## config.mk

```make
export PLATFORM = sky130hd
export DESIGN_NAME = maglev_cascaded_pid_controller
export DESIGN_NICKNAME = d
export VERILOG_FILES = /design/src/mpid_pkg.sv /design/src/mpid_mul.sv /design/src/mpid_div.sv /design/src/maglev_cascaded_pid_controller.sv
export SDC_FILE = /design/constraint.sdc
export NUM_CORES = 2
export LEC_CHECK = 0
export BUFFER_PORTS_ARGS = -buffer_cell sky130_fd_sc_hd__buf_2
export CORE_MARGIN = 5
export CORE_UTILIZATION = 55
export CTS_BUF_LIST = sky130_fd_sc_hd__clkbuf_8
export CTS_CLUSTER_DIAMETER = 30
export CTS_CLUSTER_SIZE = 25
export DETAILED_ROUTE_END_ITERATION = 7
export GPL_TIMING_DRIVEN = 0
export PLACE_DENSITY = 0.75
export SLEW_MARGIN = 20
export SYNTH_ARGS = -nofsm -noshare
export SYNTH_HDL_FRONTEND = slang
export SYNTH_SLANG_ARGS = --single-unit
export TNS_END_PERCENT = 20
```

## constraint.sdc

```tcl
create_clock -name clk -period 8.55 [get_ports clk]
set_input_delay 0.4275 -clock clk [delete_from_list [all_inputs] [get_ports clk]]
set_output_delay 0.4275 -clock clk [all_outputs]
set_load 0.01 [all_outputs]
```

## src/mpid_pkg.sv

```systemverilog
`timescale 1ns / 1ps
package mpid_pkg;

  // Serial unit widths
  localparam int DVD_W  = 48;  // divider dividend and quotient
  localparam int DVS_W  = 32;  // divider divisor
  localparam int GAIN_W = 32;  // Q16.16 gain
  localparam int MX_W   = 33;  // signed multiplier operand
  localparam int CNT_W  = 6;   // serial step counter

  // Frame start byte
  localparam logic [7:0] SYNC_BYTE = 8'hAA;

  // Sensor scaling: y = (raw*2^24 + 10230) / 20460, ie = (raw*25*2^24 + 5626) / 11253
  localparam logic [DVD_W-1:0] POS_RND = 48'd10230;
  localparam logic [DVS_W-1:0] POS_DIV = 32'd20460;
  localparam logic [DVD_W-1:0] CUR_RND = 48'd5626;
  localparam logic [DVS_W-1:0] CUR_DIV = 32'd11253;
  localparam logic [DVS_W-1:0] PCT_DIV = 32'd100;

  // Clamp a wide signed value into the signed 32-bit range
  function automatic logic signed [31:0] sat32(input logic signed [35:0] v);
    logic signed [31:0] r;
    if (v > 36'sd2147483647) begin
      r = 32'sh7FFFFFFF;
    end else if (v < -36'sd2147483648) begin
      r = 32'sh80000000;
    end else begin
      r = v[31:0];
    end
    return r;
  endfunction

endpackage

```

## src/mpid_mul.sv

```systemverilog
`timescale 1ns / 1ps
// Bit-serial gain multiplier: (gain * x) >> 16, floored, saturated to 32 bits.
// One multiplier bit per cycle, then the rounded, saturated result is registered.
module mpid_mul import mpid_pkg::*; (
  input  logic                     clk,
  input  logic                     rst,
  input  logic                     start,
  input  logic [GAIN_W-1:0]        gain,
  input  logic signed [MX_W-1:0]   x,
  output logic                     done,
  output logic signed [31:0]       result
);

  logic              busy;
  logic              fin;
  logic [CNT_W-1:0]  cnt;
  logic [GAIN_W-1:0] g;
  logic              neg;
  logic [MX_W-1:0]   hi;
  logic [MX_W-1:0]   lo;
  logic [MX_W:0]     step_sum;
  logic [2*MX_W-17:0] q;
  logic [2*MX_W-16:0] qr;
  logic              frac;
  logic signed [31:0] res_c;

  // Add-and-shift step
  assign step_sum = {1'b0, hi} + (lo[0] ? {2'b00, g} : {(MX_W+1){1'b0}});

  // Final scaling, rounding toward minus infinity, saturation
  always_comb begin
    q    = {hi, lo[MX_W-1:16]};
    frac = |lo[15:0];
    qr   = {1'b0, q} + {{(2*MX_W-16){1'b0}}, (neg & frac)};
    if (!neg) begin
      res_c = (q > {{(2*MX_W-48){1'b0}}, 32'h7FFFFFFF}) ? 32'sh7FFFFFFF
                                                         : $signed(q[31:0]);
    end else begin
      res_c = (qr > {{(2*MX_W-48){1'b0}}, 33'h080000000}) ? 32'sh80000000
                                                           : $signed(~qr[31:0] + 32'd1);
    end
  end

  // Control
  always_ff @(posedge clk) begin
    if (rst) begin
      busy <= 1'b0;
      fin  <= 1'b0;
      done <= 1'b0;
      cnt  <= '0;
    end else begin
      done <= fin;
      fin  <= 1'b0;
      if (start) begin
        busy <= 1'b1;
        cnt  <= CNT_W'(MX_W);
      end else if (busy) begin
        cnt <= cnt - 1'b1;
        if (cnt == CNT_W'(1)) begin
          busy <= 1'b0;
          fin  <= 1'b1;
        end
      end
    end
  end

  // Datapath
  always_ff @(posedge clk) begin
    if (start) begin
      g   <= gain;
      neg <= x[MX_W-1];
      lo  <= x[MX_W-1] ? MX_W'(-x) : MX_W'(x);
      hi  <= '0;
    end else if (busy) begin
      hi <= step_sum[MX_W:1];
      lo <= {step_sum[0], lo[MX_W-1:1]};
    end
    if (fin) begin
      result <= res_c;
    end
  end

endmodule

```

## src/mpid_div.sv

```systemverilog
`timescale 1ns / 1ps
// Restoring divider, one quotient bit per cycle.
module mpid_div import mpid_pkg::*; (
  input  logic             clk,
  input  logic             rst,
  input  logic             start,
  input  logic [DVD_W-1:0] dividend,
  input  logic [DVS_W-1:0] divisor,
  output logic             done,
  output logic [DVD_W-1:0] quotient
);

  logic             busy;
  logic [CNT_W-1:0] cnt;
  logic [DVS_W-1:0] d;
  logic [DVS_W-1:0] rem;
  logic [DVS_W:0]   trial;
  logic             ge;

  assign trial = {rem, quotient[DVD_W-1]};
  assign ge    = trial >= {1'b0, d};

  // Control
  always_ff @(posedge clk) begin
    if (rst) begin
      busy <= 1'b0;
      done <= 1'b0;
      cnt  <= '0;
    end else begin
      done <= 1'b0;
      if (start) begin
        busy <= 1'b1;
        cnt  <= CNT_W'(DVD_W);
      end else if (busy) begin
        cnt <= cnt - 1'b1;
        if (cnt == CNT_W'(1)) begin
          busy <= 1'b0;
          done <= 1'b1;
        end
      end
    end
  end

  // Shift dividend out, quotient bits in
  always_ff @(posedge clk) begin
    if (start) begin
      d        <= divisor;
      rem      <= '0;
      quotient <= dividend;
    end else if (busy) begin
      rem      <= ge ? DVS_W'(trial - {1'b0, d}) : trial[DVS_W-1:0];
      quotient <= {quotient[DVD_W-2:0], ge};
    end
  end

endmodule

```

## src/maglev_cascaded_pid_controller.sv

```systemverilog
`timescale 1ns / 1ps
// Channel   Dir  Handshake            Payload
// s_*       in   s_tvalid/s_tready    s_tdata: rx_byte
// m_*       out  m_tvalid/m_tready    m_tdata: pwm_byte
// cfg_*     in   cfg_valid/cfg_ready  cfg_index, cfg_data
//
// Header and data bytes are taken while s_tready is high. The fifth frame byte
// starts the control update: five serial divisions (four with a zero voltage
// limit), five serial multiplications and the DEM, EI and U register steps.
// s_tready is low during the update. Reset is synchronous; the result register
// lets the next frame start while a PWM byte waits on m_tready.
module maglev_cascaded_pid_controller import mpid_pkg::*; (
  input  logic        clk,
  input  logic        rst,
  input  logic        s_tvalid,
  output logic        s_tready,
  input  logic [7:0]  s_tdata,    // [7:0] rx_byte
  output logic        m_tvalid,
  input  logic        m_tready,
  output logic [7:0]  m_tdata,    // [7:0] pwm_byte
  input  logic        cfg_valid,
  output logic        cfg_ready,
  input  logic [2:0]  cfg_index,
  input  logic [31:0] cfg_data
);

  localparam logic [2:0] REG_SETPOINT = 3'd0;
  localparam logic [2:0] REG_POS_KP   = 3'd1;
  localparam logic [2:0] REG_POS_KI   = 3'd2;
  localparam logic [2:0] REG_POS_KD   = 3'd3;
  localparam logic [2:0] REG_CUR_KP   = 3'd4;
  localparam logic [2:0] REG_CUR_KI   = 3'd5;
  localparam logic [2:0] REG_CUR_LIM  = 3'd6;
  localparam logic [2:0] REG_VOLT_LIM = 3'd7;

  localparam logic [3:0] ST_IDLE = 4'd0;
  localparam logic [3:0] ST_Y    = 4'd1;
  localparam logic [3:0] ST_IE   = 4'd2;
  localparam logic [3:0] ST_LOI  = 4'd3;
  localparam logic [3:0] ST_LOV  = 4'd4;
  localparam logic [3:0] ST_P    = 4'd5;
  localparam logic [3:0] ST_D    = 4'd6;
  localparam logic [3:0] ST_I    = 4'd7;
  localparam logic [3:0] ST_DEM  = 4'd8;
  localparam logic [3:0] ST_EI   = 4'd9;
  localparam logic [3:0] ST_PI   = 4'd10;
  localparam logic [3:0] ST_II   = 4'd11;
  localparam logic [3:0] ST_U    = 4'd12;
  localparam logic [3:0] ST_PWM  = 4'd13;
  localparam logic [3:0] ST_OUT  = 4'd14;

  // Configuration registers
  logic [23:0] setpoint;
  logic [31:0] pos_kp, pos_ki, pos_kd, cur_kp, cur_ki;
  logic [30:0] ilim, vlim;

  // Frame and loop state
  logic [3:0]  state;
  logic        launch;
  logic [2:0]  phase;
  logic [15:0] pos_raw;
  logic [7:0]  cur_high;
  logic [15:0] cur_raw;
  logic signed [31:0] y, ie, e, prev_err, p_t, d_t, pos_int, cur_int, dem, pi_t;
  logic signed [32:0] ei;
  logic [30:0] lo_i, lo_v, u;
  logic [7:0]  pwm;

  // Serial units
  logic [DVD_W-1:0]  div_dvd, div_q;
  logic [DVS_W-1:0]  div_dvs;
  logic              div_done;
  logic              div_go, mul_go;
  logic [GAIN_W-1:0] mul_g;
  logic signed [MX_W-1:0] mul_x;
  logic              mul_done;
  logic signed [31:0] mul_res;

  logic [20:0] cur25;
  logic signed [31:0] dem_c, u_sat, pos_int_c, cur_int_c;
  logic [30:0] u_c;
  logic        in_req, out_load;

  function automatic logic signed [31:0] windup(input logic signed [31:0] acc,
                                                input logic signed [31:0] add,
                                                input logic [30:0] lim,
                                                input logic [30:0] lo);
    logic signed [32:0] a, l;
    logic signed [31:0] r;
    a = 33'(acc);
    l = $signed({2'b00, lim});
    if (a < l && a > -l) begin
      r = sat32(36'(acc) + 36'(add));
    end else if (a >= l) begin
      r = $signed({1'b0, lo});
    end else begin
      r = 32'(-$signed({1'b0, lo}));
    end
    return r;
  endfunction

  assign s_tready  = (state == ST_IDLE);
  assign cfg_ready = 1'b1;
  assign in_req    = s_tvalid & s_tready;
  assign cur25     = 21'(cur_raw) * 21'd25;

  // Start only the unit that the current step uses
  assign div_go = launch & ((state == ST_Y) | (state == ST_IE) | (state == ST_LOI) |
                            (state == ST_LOV) | (state == ST_PWM));
  assign mul_go = launch & ~div_go;

  // Operand select for the serial units
  always_comb begin
    div_dvd = '0;
    div_dvs = PCT_DIV;
    mul_g   = pos_kp;
    mul_x   = 33'(e);
    unique case (state)
      ST_Y:    begin
        div_dvd = {8'd0, pos_raw, 24'd0} + POS_RND;
        div_dvs = POS_DIV;
      end
      ST_IE:   begin
        div_dvd = {3'd0, cur25, 24'd0} + CUR_RND;
        div_dvs = CUR_DIV;
      end
      ST_LOI:  div_dvd = DVD_W'(ilim) * DVD_W'(95);
      ST_LOV:  div_dvd = DVD_W'(vlim) * DVD_W'(95);
      ST_PWM:  begin
        div_dvd = DVD_W'(u) * DVD_W'(254);
        div_dvs = {1'b0, vlim};
      end
      ST_D:    begin
        mul_g = pos_kd;
        mul_x = 33'(e) - 33'(prev_err);
      end
      ST_I:    mul_g = pos_ki;
      ST_PI:   begin
        mul_g = cur_kp;
        mul_x = ei;
      end
      ST_II:   begin
        mul_g = cur_ki;
        mul_x = ei;
      end
      default: ;
    endcase
  end

  // Demand clamp, integrators and drive clamp
  always_comb begin
    pos_int_c = windup(pos_int, mul_res, ilim, lo_i);
    cur_int_c = windup(cur_int, mul_res, vlim, lo_v);
    dem_c = sat32(36'(p_t) + 36'(pos_int) + 36'(d_t));
    if (dem_c > 32'sd0) dem_c = 32'sd0;
    if (33'(dem_c) <= -$signed({2'b00, ilim})) dem_c = 32'(-$signed({2'b00, ilim}));
    u_sat = sat32(36'(pi_t) + 36'(cur_int));
    if (33'(u_sat) > $signed({2'b00, vlim})) u_sat = $signed({1'b0, vlim});
    u_c = (u_sat <= 32'sd0) ? 31'd0 : u_sat[30:0];
  end

  // Configuration writes
  always_ff @(posedge clk) begin
    if (rst) begin
      setpoint <= 24'd83886;
      pos_kp   <= 32'd6553600;
      pos_ki   <= 32'd32768;
      pos_kd   <= 32'd9830400;
      cur_kp   <= 32'd786432;
      cur_ki   <= 32'd1966080;
      ilim     <= 31'd13874757;
      vlim     <= 31'd165423349;
    end else if (cfg_valid) begin
      unique case (cfg_index)
        REG_SETPOINT: setpoint <= cfg_data[23:0];
        REG_POS_KP:   pos_kp   <= cfg_data;
        REG_POS_KI:   pos_ki   <= cfg_data;
        REG_POS_KD:   pos_kd   <= cfg_data;
        REG_CUR_KP:   cur_kp   <= cfg_data;
        REG_CUR_KI:   cur_ki   <= cfg_data;
        REG_CUR_LIM:  ilim     <= cfg_data[30:0];
        REG_VOLT_LIM: vlim     <= cfg_data[30:0];
      endcase
    end
  end

  // Frame parser and update sequencer
  always_ff @(posedge clk) begin
    if (rst) begin
      state    <= ST_IDLE;
      launch   <= 1'b0;
      phase    <= 3'd0;
      pos_raw  <= '0;
      cur_high <= '0;
      prev_err <= '0;
      pos_int  <= '0;
      cur_int  <= '0;
    end else begin
      launch <= 1'b0;
      unique case (state)
        ST_IDLE: if (in_req) begin
          unique case (phase)
            3'd0: if (s_tdata == SYNC_BYTE) begin
              pos_raw  <= '0;
              cur_high <= '0;
              phase    <= 3'd1;
            end
            3'd1: begin
              pos_raw <= {s_tdata, 8'd0};
              phase   <= 3'd2;
            end
            3'd2: begin
              pos_raw <= pos_raw + {8'd0, s_tdata};
              phase   <= 3'd3;
            end
            3'd3: begin
              cur_high <= s_tdata;
              phase    <= 3'd4;
            end
            default: begin
              cur_raw <= {cur_high, s_tdata};
              phase   <= 3'd0;
              state   <= ST_Y;
              launch  <= 1'b1;
            end
          endcase
        end
        ST_Y: if (div_done) begin
          y      <= $signed(div_q[31:0]);
          state  <= ST_IE;
          launch <= 1'b1;
        end
        ST_IE: if (div_done) begin
          ie     <= (div_q > 48'h00007FFFFFFF) ? 32'sh7FFFFFFF : $signed(div_q[31:0]);
          state  <= ST_LOI;
          launch <= 1'b1;
        end
        ST_LOI: if (div_done) begin
          lo_i   <= div_q[30:0];
          state  <= ST_LOV;
          launch <= 1'b1;
        end
        ST_LOV: if (div_done) begin
          lo_v   <= div_q[30:0];
          e      <= $signed({8'd0, setpoint}) - y;
          state  <= ST_P;
          launch <= 1'b1;
        end
        ST_P: if (mul_done) begin
          p_t    <= mul_res;
          state  <= ST_D;
          launch <= 1'b1;
        end
        ST_D: if (mul_done) begin
          d_t    <= mul_res;
          state  <= ST_I;
          launch <= 1'b1;
        end
        ST_I: if (mul_done) begin
          prev_err <= e;
          pos_int  <= pos_int_c;
          state    <= ST_DEM;
        end
        ST_DEM: begin
          dem   <= dem_c;
          state <= ST_EI;
        end
        ST_EI: begin
          ei     <= -33'(dem) - 33'(ie);
          state  <= ST_PI;
          launch <= 1'b1;
        end
        ST_PI: if (mul_done) begin
          pi_t   <= mul_res;
          state  <= ST_II;
          launch <= 1'b1;
        end
        ST_II: if (mul_done) begin
          cur_int <= cur_int_c;
          state   <= ST_U;
        end
        ST_U: begin
          u <= u_c;
          if (vlim == 31'd0) begin
            pwm   <= 8'd0;
            state <= ST_OUT;
          end else begin
            state  <= ST_PWM;
            launch <= 1'b1;
          end
        end
        ST_PWM: if (div_done) begin
          pwm   <= div_q[7:0];
          state <= ST_OUT;
        end
        ST_OUT: if (out_load) begin
          state <= ST_IDLE;
        end
        default: state <= ST_IDLE;
      endcase
    end
  end

  // Output register
  assign out_load = (state == ST_OUT) && (!m_tvalid || m_tready);

  always_ff @(posedge clk) begin
    if (rst) begin
      m_tvalid <= 1'b0;
    end else if (out_load) begin
      m_tvalid <= 1'b1;
    end else if (m_tready) begin
      m_tvalid <= 1'b0;
    end
  end

  always_ff @(posedge clk) begin
    if (out_load) begin
      m_tdata <= pwm;
    end
  end

  mpid_div u_div (
    .clk      (clk),
    .rst      (rst),
    .start    (div_go),
    .dividend (div_dvd),
    .divisor  (div_dvs),
    .done     (div_done),
    .quotient (div_q)
  );

  mpid_mul u_mul (
    .clk    (clk),
    .rst    (rst),
    .start  (mul_go),
    .gain   (mul_g),
    .x      (mul_x),
    .done   (mul_done),
    .result (mul_res)
  );

endmodule

```

### Word-level counts from Yosys, hierarchy flattened

Cells that the tools add are included.

* $mul: 4
* order comparisons: 22
* bitwise gates (word level): 14
* reduce and logical (&&, ||, !) cells: 50
* muxes and demuxes: 73
* equality and inequality tests: 42
* add/subtract/negate cells: 23

Operator list (count)
* 2-to-1 mux 32 bit: 20
* one-hot mux 46 bit (5 select lines): 1
* adder 32 x 32 -> 33 bit: 4
* one-hot mux 32 bit (4 select lines): 1
* multiplier 31 x 7 -> 38 bit (second input constant): 3
* > comparator 33 x 32 -> 1 bit (second input constant): 3
* < comparator 33 x 32 -> 1 bit (second input constant): 3
* 2-to-1 mux 33 bit: 3
* 2-to-1 mux 48 bit: 2
* one-hot mux 31 bit (3 select lines): 1
* > comparator 32 x 33 -> 1 bit: 2
* negation 31 -> 33 bit: 2
* one-hot mux 33 bit (2 select lines): 1
* >= comparator 32 bit: 2
* < comparator 32 bit: 2
* negation 31 -> 32 bit: 2
* one-hot mux 4 bit (15 select lines): 1
* 2-to-1 mux 4 bit: 13
* adder 50 x 1 -> 51 bit: 1
* > comparator 51 x 32 -> 1 bit (second input constant): 1
* > comparator 50 x 31 -> 1 bit (second input constant): 1
* > comparator 48 x 31 -> 1 bit (second input constant): 1
* one-hot mux 16 bit (3 select lines): 1
* adder 45 x 13 -> 46 bit (second input constant): 1
* 60 further kinds: 156

* register bits after elaboration: 1017
* logic and storage cells: 276

### Depth between registers and ports, before layout

* word-level depth: 9
* gate-level depth with buffers: 34

### Cells and area by module

Synthesis repeated with hierarchy kept, for this count alone.

* cells, all modules: 8951
* area total of the unflattened synthesis: 82759.4 µm²

Modules (own cells, without submodules)
* maglev_cascaded_pid_controller: times used 1, cells each 7153, area each 65778.1 µm²
* mpid_mul: times used 1, cells each 1149, area each 10189.8 µm²
* mpid_div: times used 1, cells each 649, area each 6791.5 µm²

### Worst setup path after synthesis

Ideal clock, no wire load.

* path kind: flip-flop to flip-flop
* start point: reg pos_int[1]
* end point: reg dem[29] (data pin)
* stages on the path, launching flop included: 32
* path slack: 0.990 ns
* arrival time: 7.302 ns
* required time: 8.292 ns
* buffers on the path: 2
* clock period less this slack: 7.560 ns
* cells stage by stage: dfxtp_1 > inv_1 > fa_1 > inv_1 > ha_1 > inv_1 > fa_1 > xnor2_1 > or4b_1 > or4_1 > or4_1 > nor4_2 > o2111ai_1 > or4_1 > or4_4 > nor4_4 > a21oi_2 > buf_6 > a21oi_2 > ha_1 > nor2b_1 > o21a_1 > o21a_1 > o21ai_0 > a21oi_1 > a211oi_1 > o221ai_1 > a21oi_1 > o22ai_1 > dlygate4sd3_1 > a31oi_1 > a21oi_2

* word-level cells in the longest chain between the ends: 9
* elaborated cells between the ends (all ways): 10
* those cells by class: add/sub: 2; order compare: 4; mux: 4

Ends and longest elaborated chain
* start, declared: RTL line maglev_cascaded_pid_controller.sv:64 `logic signed [31:0] y, ie, e, prev_err, p_t, d_t, pos_int, cur_int, dem, pi_t;`
* start signal, assigned: RTL line maglev_cascaded_pid_controller.sv:261 `pos_int <= pos_int_c;`
* adder 32 x 32 -> 33 bit *: RTL line maglev_cascaded_pid_controller.sv:154 `dem_c = sat32(36'(p_t) + 36'(pos_int) + 36'(d_t));`
* adder 33 x 32 -> 34 bit *: RTL line maglev_cascaded_pid_controller.sv:154
* < comparator 34 x 32 -> 1 bit: RTL line mpid_pkg.sv:26 `end else if (v < -36'sd2147483648) begin`
* 2-to-1 mux 32 bit: RTL line mpid_pkg.sv:26
* 2-to-1 mux 32 bit *: RTL line mpid_pkg.sv:24 `if (v > 36'sd2147483647) begin`
* > comparator 32 x 1 -> 1 bit: RTL line maglev_cascaded_pid_controller.sv:155 `if (dem_c > 32'sd0) dem_c = 32'sd0;`
* 2-to-1 mux 32 bit *: RTL line maglev_cascaded_pid_controller.sv:155
* <= comparator 32 x 33 -> 1 bit: RTL line maglev_cascaded_pid_controller.sv:156 `if (33'(dem_c) <= -$signed({2'b00, ilim})) dem_c = 32'(-$signed({2'b00, ilim}));`
* 2-to-1 mux 32 bit *: RTL line maglev_cascaded_pid_controller.sv:156
* named net dem_c[29]: RTL line maglev_cascaded_pid_controller.sv:80 `logic signed [31:0] dem_c, u_sat, pos_int_c, cur_int_c;`
* end signal, assigned: RTL line maglev_cascaded_pid_controller.sv:265 `dem <= dem_c;`
* end, declared: RTL line maglev_cascaded_pid_controller.sv:64

Mark *: on every way through the listed nets, which the timed path passes. The rest lies on a longest branch.
A chain may end at the register's enable or synchronous reset.

### Final worst setup path

* start point: reg pos_int[1]
* end point: reg dem[18] (data pin)

The elaborated chain is that of the path after synthesis.

==> flow_metrics.tcl <==
set metrics [dict create \
    vias_per_cell 6.38 \
    final_cell_mix "1110 x nand2_1, 847 x ha_1, 715 x a21oi_1" \
    cts_root_buffer "clkbuf_8" \
    synth-main-ff-cell "edfxtp_1" \
    rsz0062_at_grt "true" \
    numClockSinks 1016 \
    utilization 0.618 \
    cpPeakStageDelay_ns 0.53 \
    crit_required_ns 9.43 \
    finalSetupViolations 0 \
    syn_to_final_growth_pct 11.4 \
    arrival_ns 9.29 \
    io_pins 59 \
    fin_crit_sh 0.984 \
    setup_tns_ns 0 \
    power_density_nw_per_um2 160 \
    die-width_um 394 \
    place_congestion 1.03 \
    synthesis.nets 10000 \
    postLayoutCellArea_um2 90200 \
    hold_viol 0 \
    clkTransAtPathRegs_ns 0.08 \
    synth-compound-area-share 0.183 \
    synth_xor_area_frac 0.0535 \
    wl_um 282000 \
    tightestPinTransition_ns 1.29 \
    clockBufferDepth 3 \
    route.detailed.drc 0 \
    synthAdderAreaFrac 0.229 \
    max_freq_mhz 119 \
    synth_top_family_by_area "adder cells" \
    hold_class "input pin to flip-flop" \
    drive_gt1_frac 0.0738 \
    p_leak_nw 37.5 \
    max_cap_viol_count 0 \
    maxSlewViolCount 0 \
    grt_max_degree 34 \
    setup_slack_ns 0.137 \
    critPathKind "flip-flop to flip-flop" \
    cts_buffers 224 \
    grt_pass1_wl_um 417000 \
    yosys_warnings 0 \
    synth-async-reset-ratio 0 \
    die_area_um2 155000 \
    place_ws_ns -0.223 \
    relSlewSlack 0.133 \
    rows 140 \
    final_common_cell "nand2_1" \
    grt_pass1_vias 68400 \
    status "complete, no violations" \
    finClkSkew_ns 0.123 \
    dp_cells 10700 \
    synth_simple_gate_area_share 0.161 \
    irDropWorstVdd_uv 207 \
    grt.overflow.total 0 \
    antenna_found_initial 38 \
    critPathCaptureType "flip-flop" \
    drtIter0Drc 8596 \
    wl_per_cell_um 25.0 \
    numPortBuffers 31 \
    insertion_delay_ns 1.08 \
    final_cells 11300 \
    die_h_um 394 \
    dp_hpwl_um 219000 \
    synth_edf_count 559 \
    worstPathMaxFanout 10 \
    placed_cell_area_um2 84100 \
    synth-seq-area-share 0.321 \
    syn_area_per_cell_um2 9.24 \
    gr-usage-all-layers 0.352 \
    nets 10400 \
    synth_cell_types 108 \
    yosys_register_bits 1016 \
    synthesis.area_um2 80900 \
    start_util 0.555 \
    via_count 71900 \
    fp.coreArea_um2 146000 \
    fin_crit_ns 8.41 \
    drt_pass1_iterations 7 \
    synthMuxAreaShare 0.00963 \
    synth_cells 8754 \
    startpoint_type "flip-flop" \
    post-cts-setup-buffers 0 \
    crit_slowest_cell "or4_1" \
    cts_tree "done" \
    h-tree-depth 4 \
    ant_nets 0 \
    fillers 12100 \
]
## cell families after synthesis
group / count (synthesis)
flops: 1016
buf+inv: 878
compound gates: 2295
simple gates: 2746
fa+ha+maj: 1246
mux: 77
xor+xnor: 494
other cells: 2
## layer usage
| layer | vias up | wire [um] | GRT usage |
|---|---|---|---|
| met4 | 14 | 20400 | 0.231 |
| met5 | - | 161 | 0.00400 |
| met3 | 924 | 34400 | 0.109 |
| met2 | 4157 | 119000 | 0.514 |
| li1 | 32300 | - | - |
| met1 | 34500 | 108000 | 0.450 |
## path summary, 6_finish.rpt
check | start | end | slack, ns | cells after the start
min | s_tdata[3] | cur_raw[3]$_DFFE_PP_ | 0.21 | 2
max reg2reg | pos_int[1]$_SDFFE_PP0P_ | dem[18]$_DFFE_PP_ | 0.14 | 31
min reg2reg | pwm[5]$_SDFFCE_PN0P_ | m_tdata[5]$_DFFE_PP_ | 0.41 | 0
max | pos_int[1]$_SDFFE_PP0P_ | dem[18]$_DFFE_PP_ | 0.14 | 31
## synth_stat cells, types with 30 or more instances
library cell	count	area share
dfxtp_1	457	0.11
nor4_1	49	0.0038
a21o_1	206	0.019
nand2_1	1110	0.051
inv_1	524	0.024
ha_1	847	0.13
a22oi_1	104	0.0096
o21ai_0	467	0.029
nor3_1	128	0.0079
xor2_1	187	0.020
a221oi_1	58	0.0063
a32o_1	35	0.0043
nand3_1	211	0.013
nor2_1	530	0.025
nand3b_1	61	0.0057
a211oi_1	64	0.0059
a21oi_1	716	0.044
clkbuf_1	290	0.013
xnor2_1	307	0.033
o22ai_1	30	0.0023
and3_1	78	0.0060
o21bai_1	51	0.0047
o211ai_1	30	0.0028
nor2b_1	92	0.0071
nand4_1	73	0.0056
a31oi_1	83	0.0064
fa_1	396	0.098
nand2b_1	129	0.010
o31ai_1	49	0.0045
or3_1	48	0.0037
o21a_1	99	0.0092
edfxtp_1	559	0.21
mux2i_1	70	0.0087
and2_1	76	0.0059
## report_power, final
part	internal, mW	switching (mW)	leakage, nW	total, mW
clock	3.46	2.85	2.71	6.30
combinational	1.14	1.68	26.1	2.82
sequential	5.19	0.129	8.67	5.32
total	9.79	4.65	37.5	14.4
## registers in the layout, summed over array words and instances, names as in the netlist, 33 cells and up
signal	flops
u_div.quotient	48
u_mul.lo	33
u_mul.hi	33
ei	33
## stage by stage
step | hold WS, ns | total power [mW]
final | 0.210 | 14.4
after global routing | 0.193 | 15.0
after CTS | 0.118 | 14.4
after detailed placement | 0.405 | 8.13
after global placement | 0.408 | 8.06
after floorplan | 0.400 | 7.43
## critical path: cells and delay by family, from the launching register on
| kind | cells | cell delay, ns |
|---|---|---|
| AOI/OAI and AO/OA | 12 | 2.25 |
| xor gates and xnor gates | 1 | 0.21 |
| adders and majority gates | 4 | 1.28 |
| buffers and inverters | 5 | 0.76 |
| and+or+nand+nor | 9 | 3.30 |
| DFF | 1 | 0.46 |
## what timing repair did
| action | 4_1_cts | 5_1_grt |
|---|---|---|
| gates resized for setup | 2 | 15 |
| endpoints found under the hold margin | 279 | 0 |
| setup endpoints to repair | 30 | 32 |
| hold buffers | 50 | 0 |
| gates cloned | 0 | 0 |
## cell type report
cell class                      count  area [um2]  area share
Tap cell                         1917        2400      0.0266
Clock inverter                    191        2160      0.0239
Timing Repair Buffer              127        1180      0.0131
Sequential cell                  1016       25900       0.288
Multi-Input combinational cell   6860       51700       0.573
Inverter                          525        1970      0.0219
Antenna cell                       42         105     0.00117
Buffer                            353        1490      0.0166
Clock buffer                      234        3220      0.0357
Power figures use the tool's default switching activity.
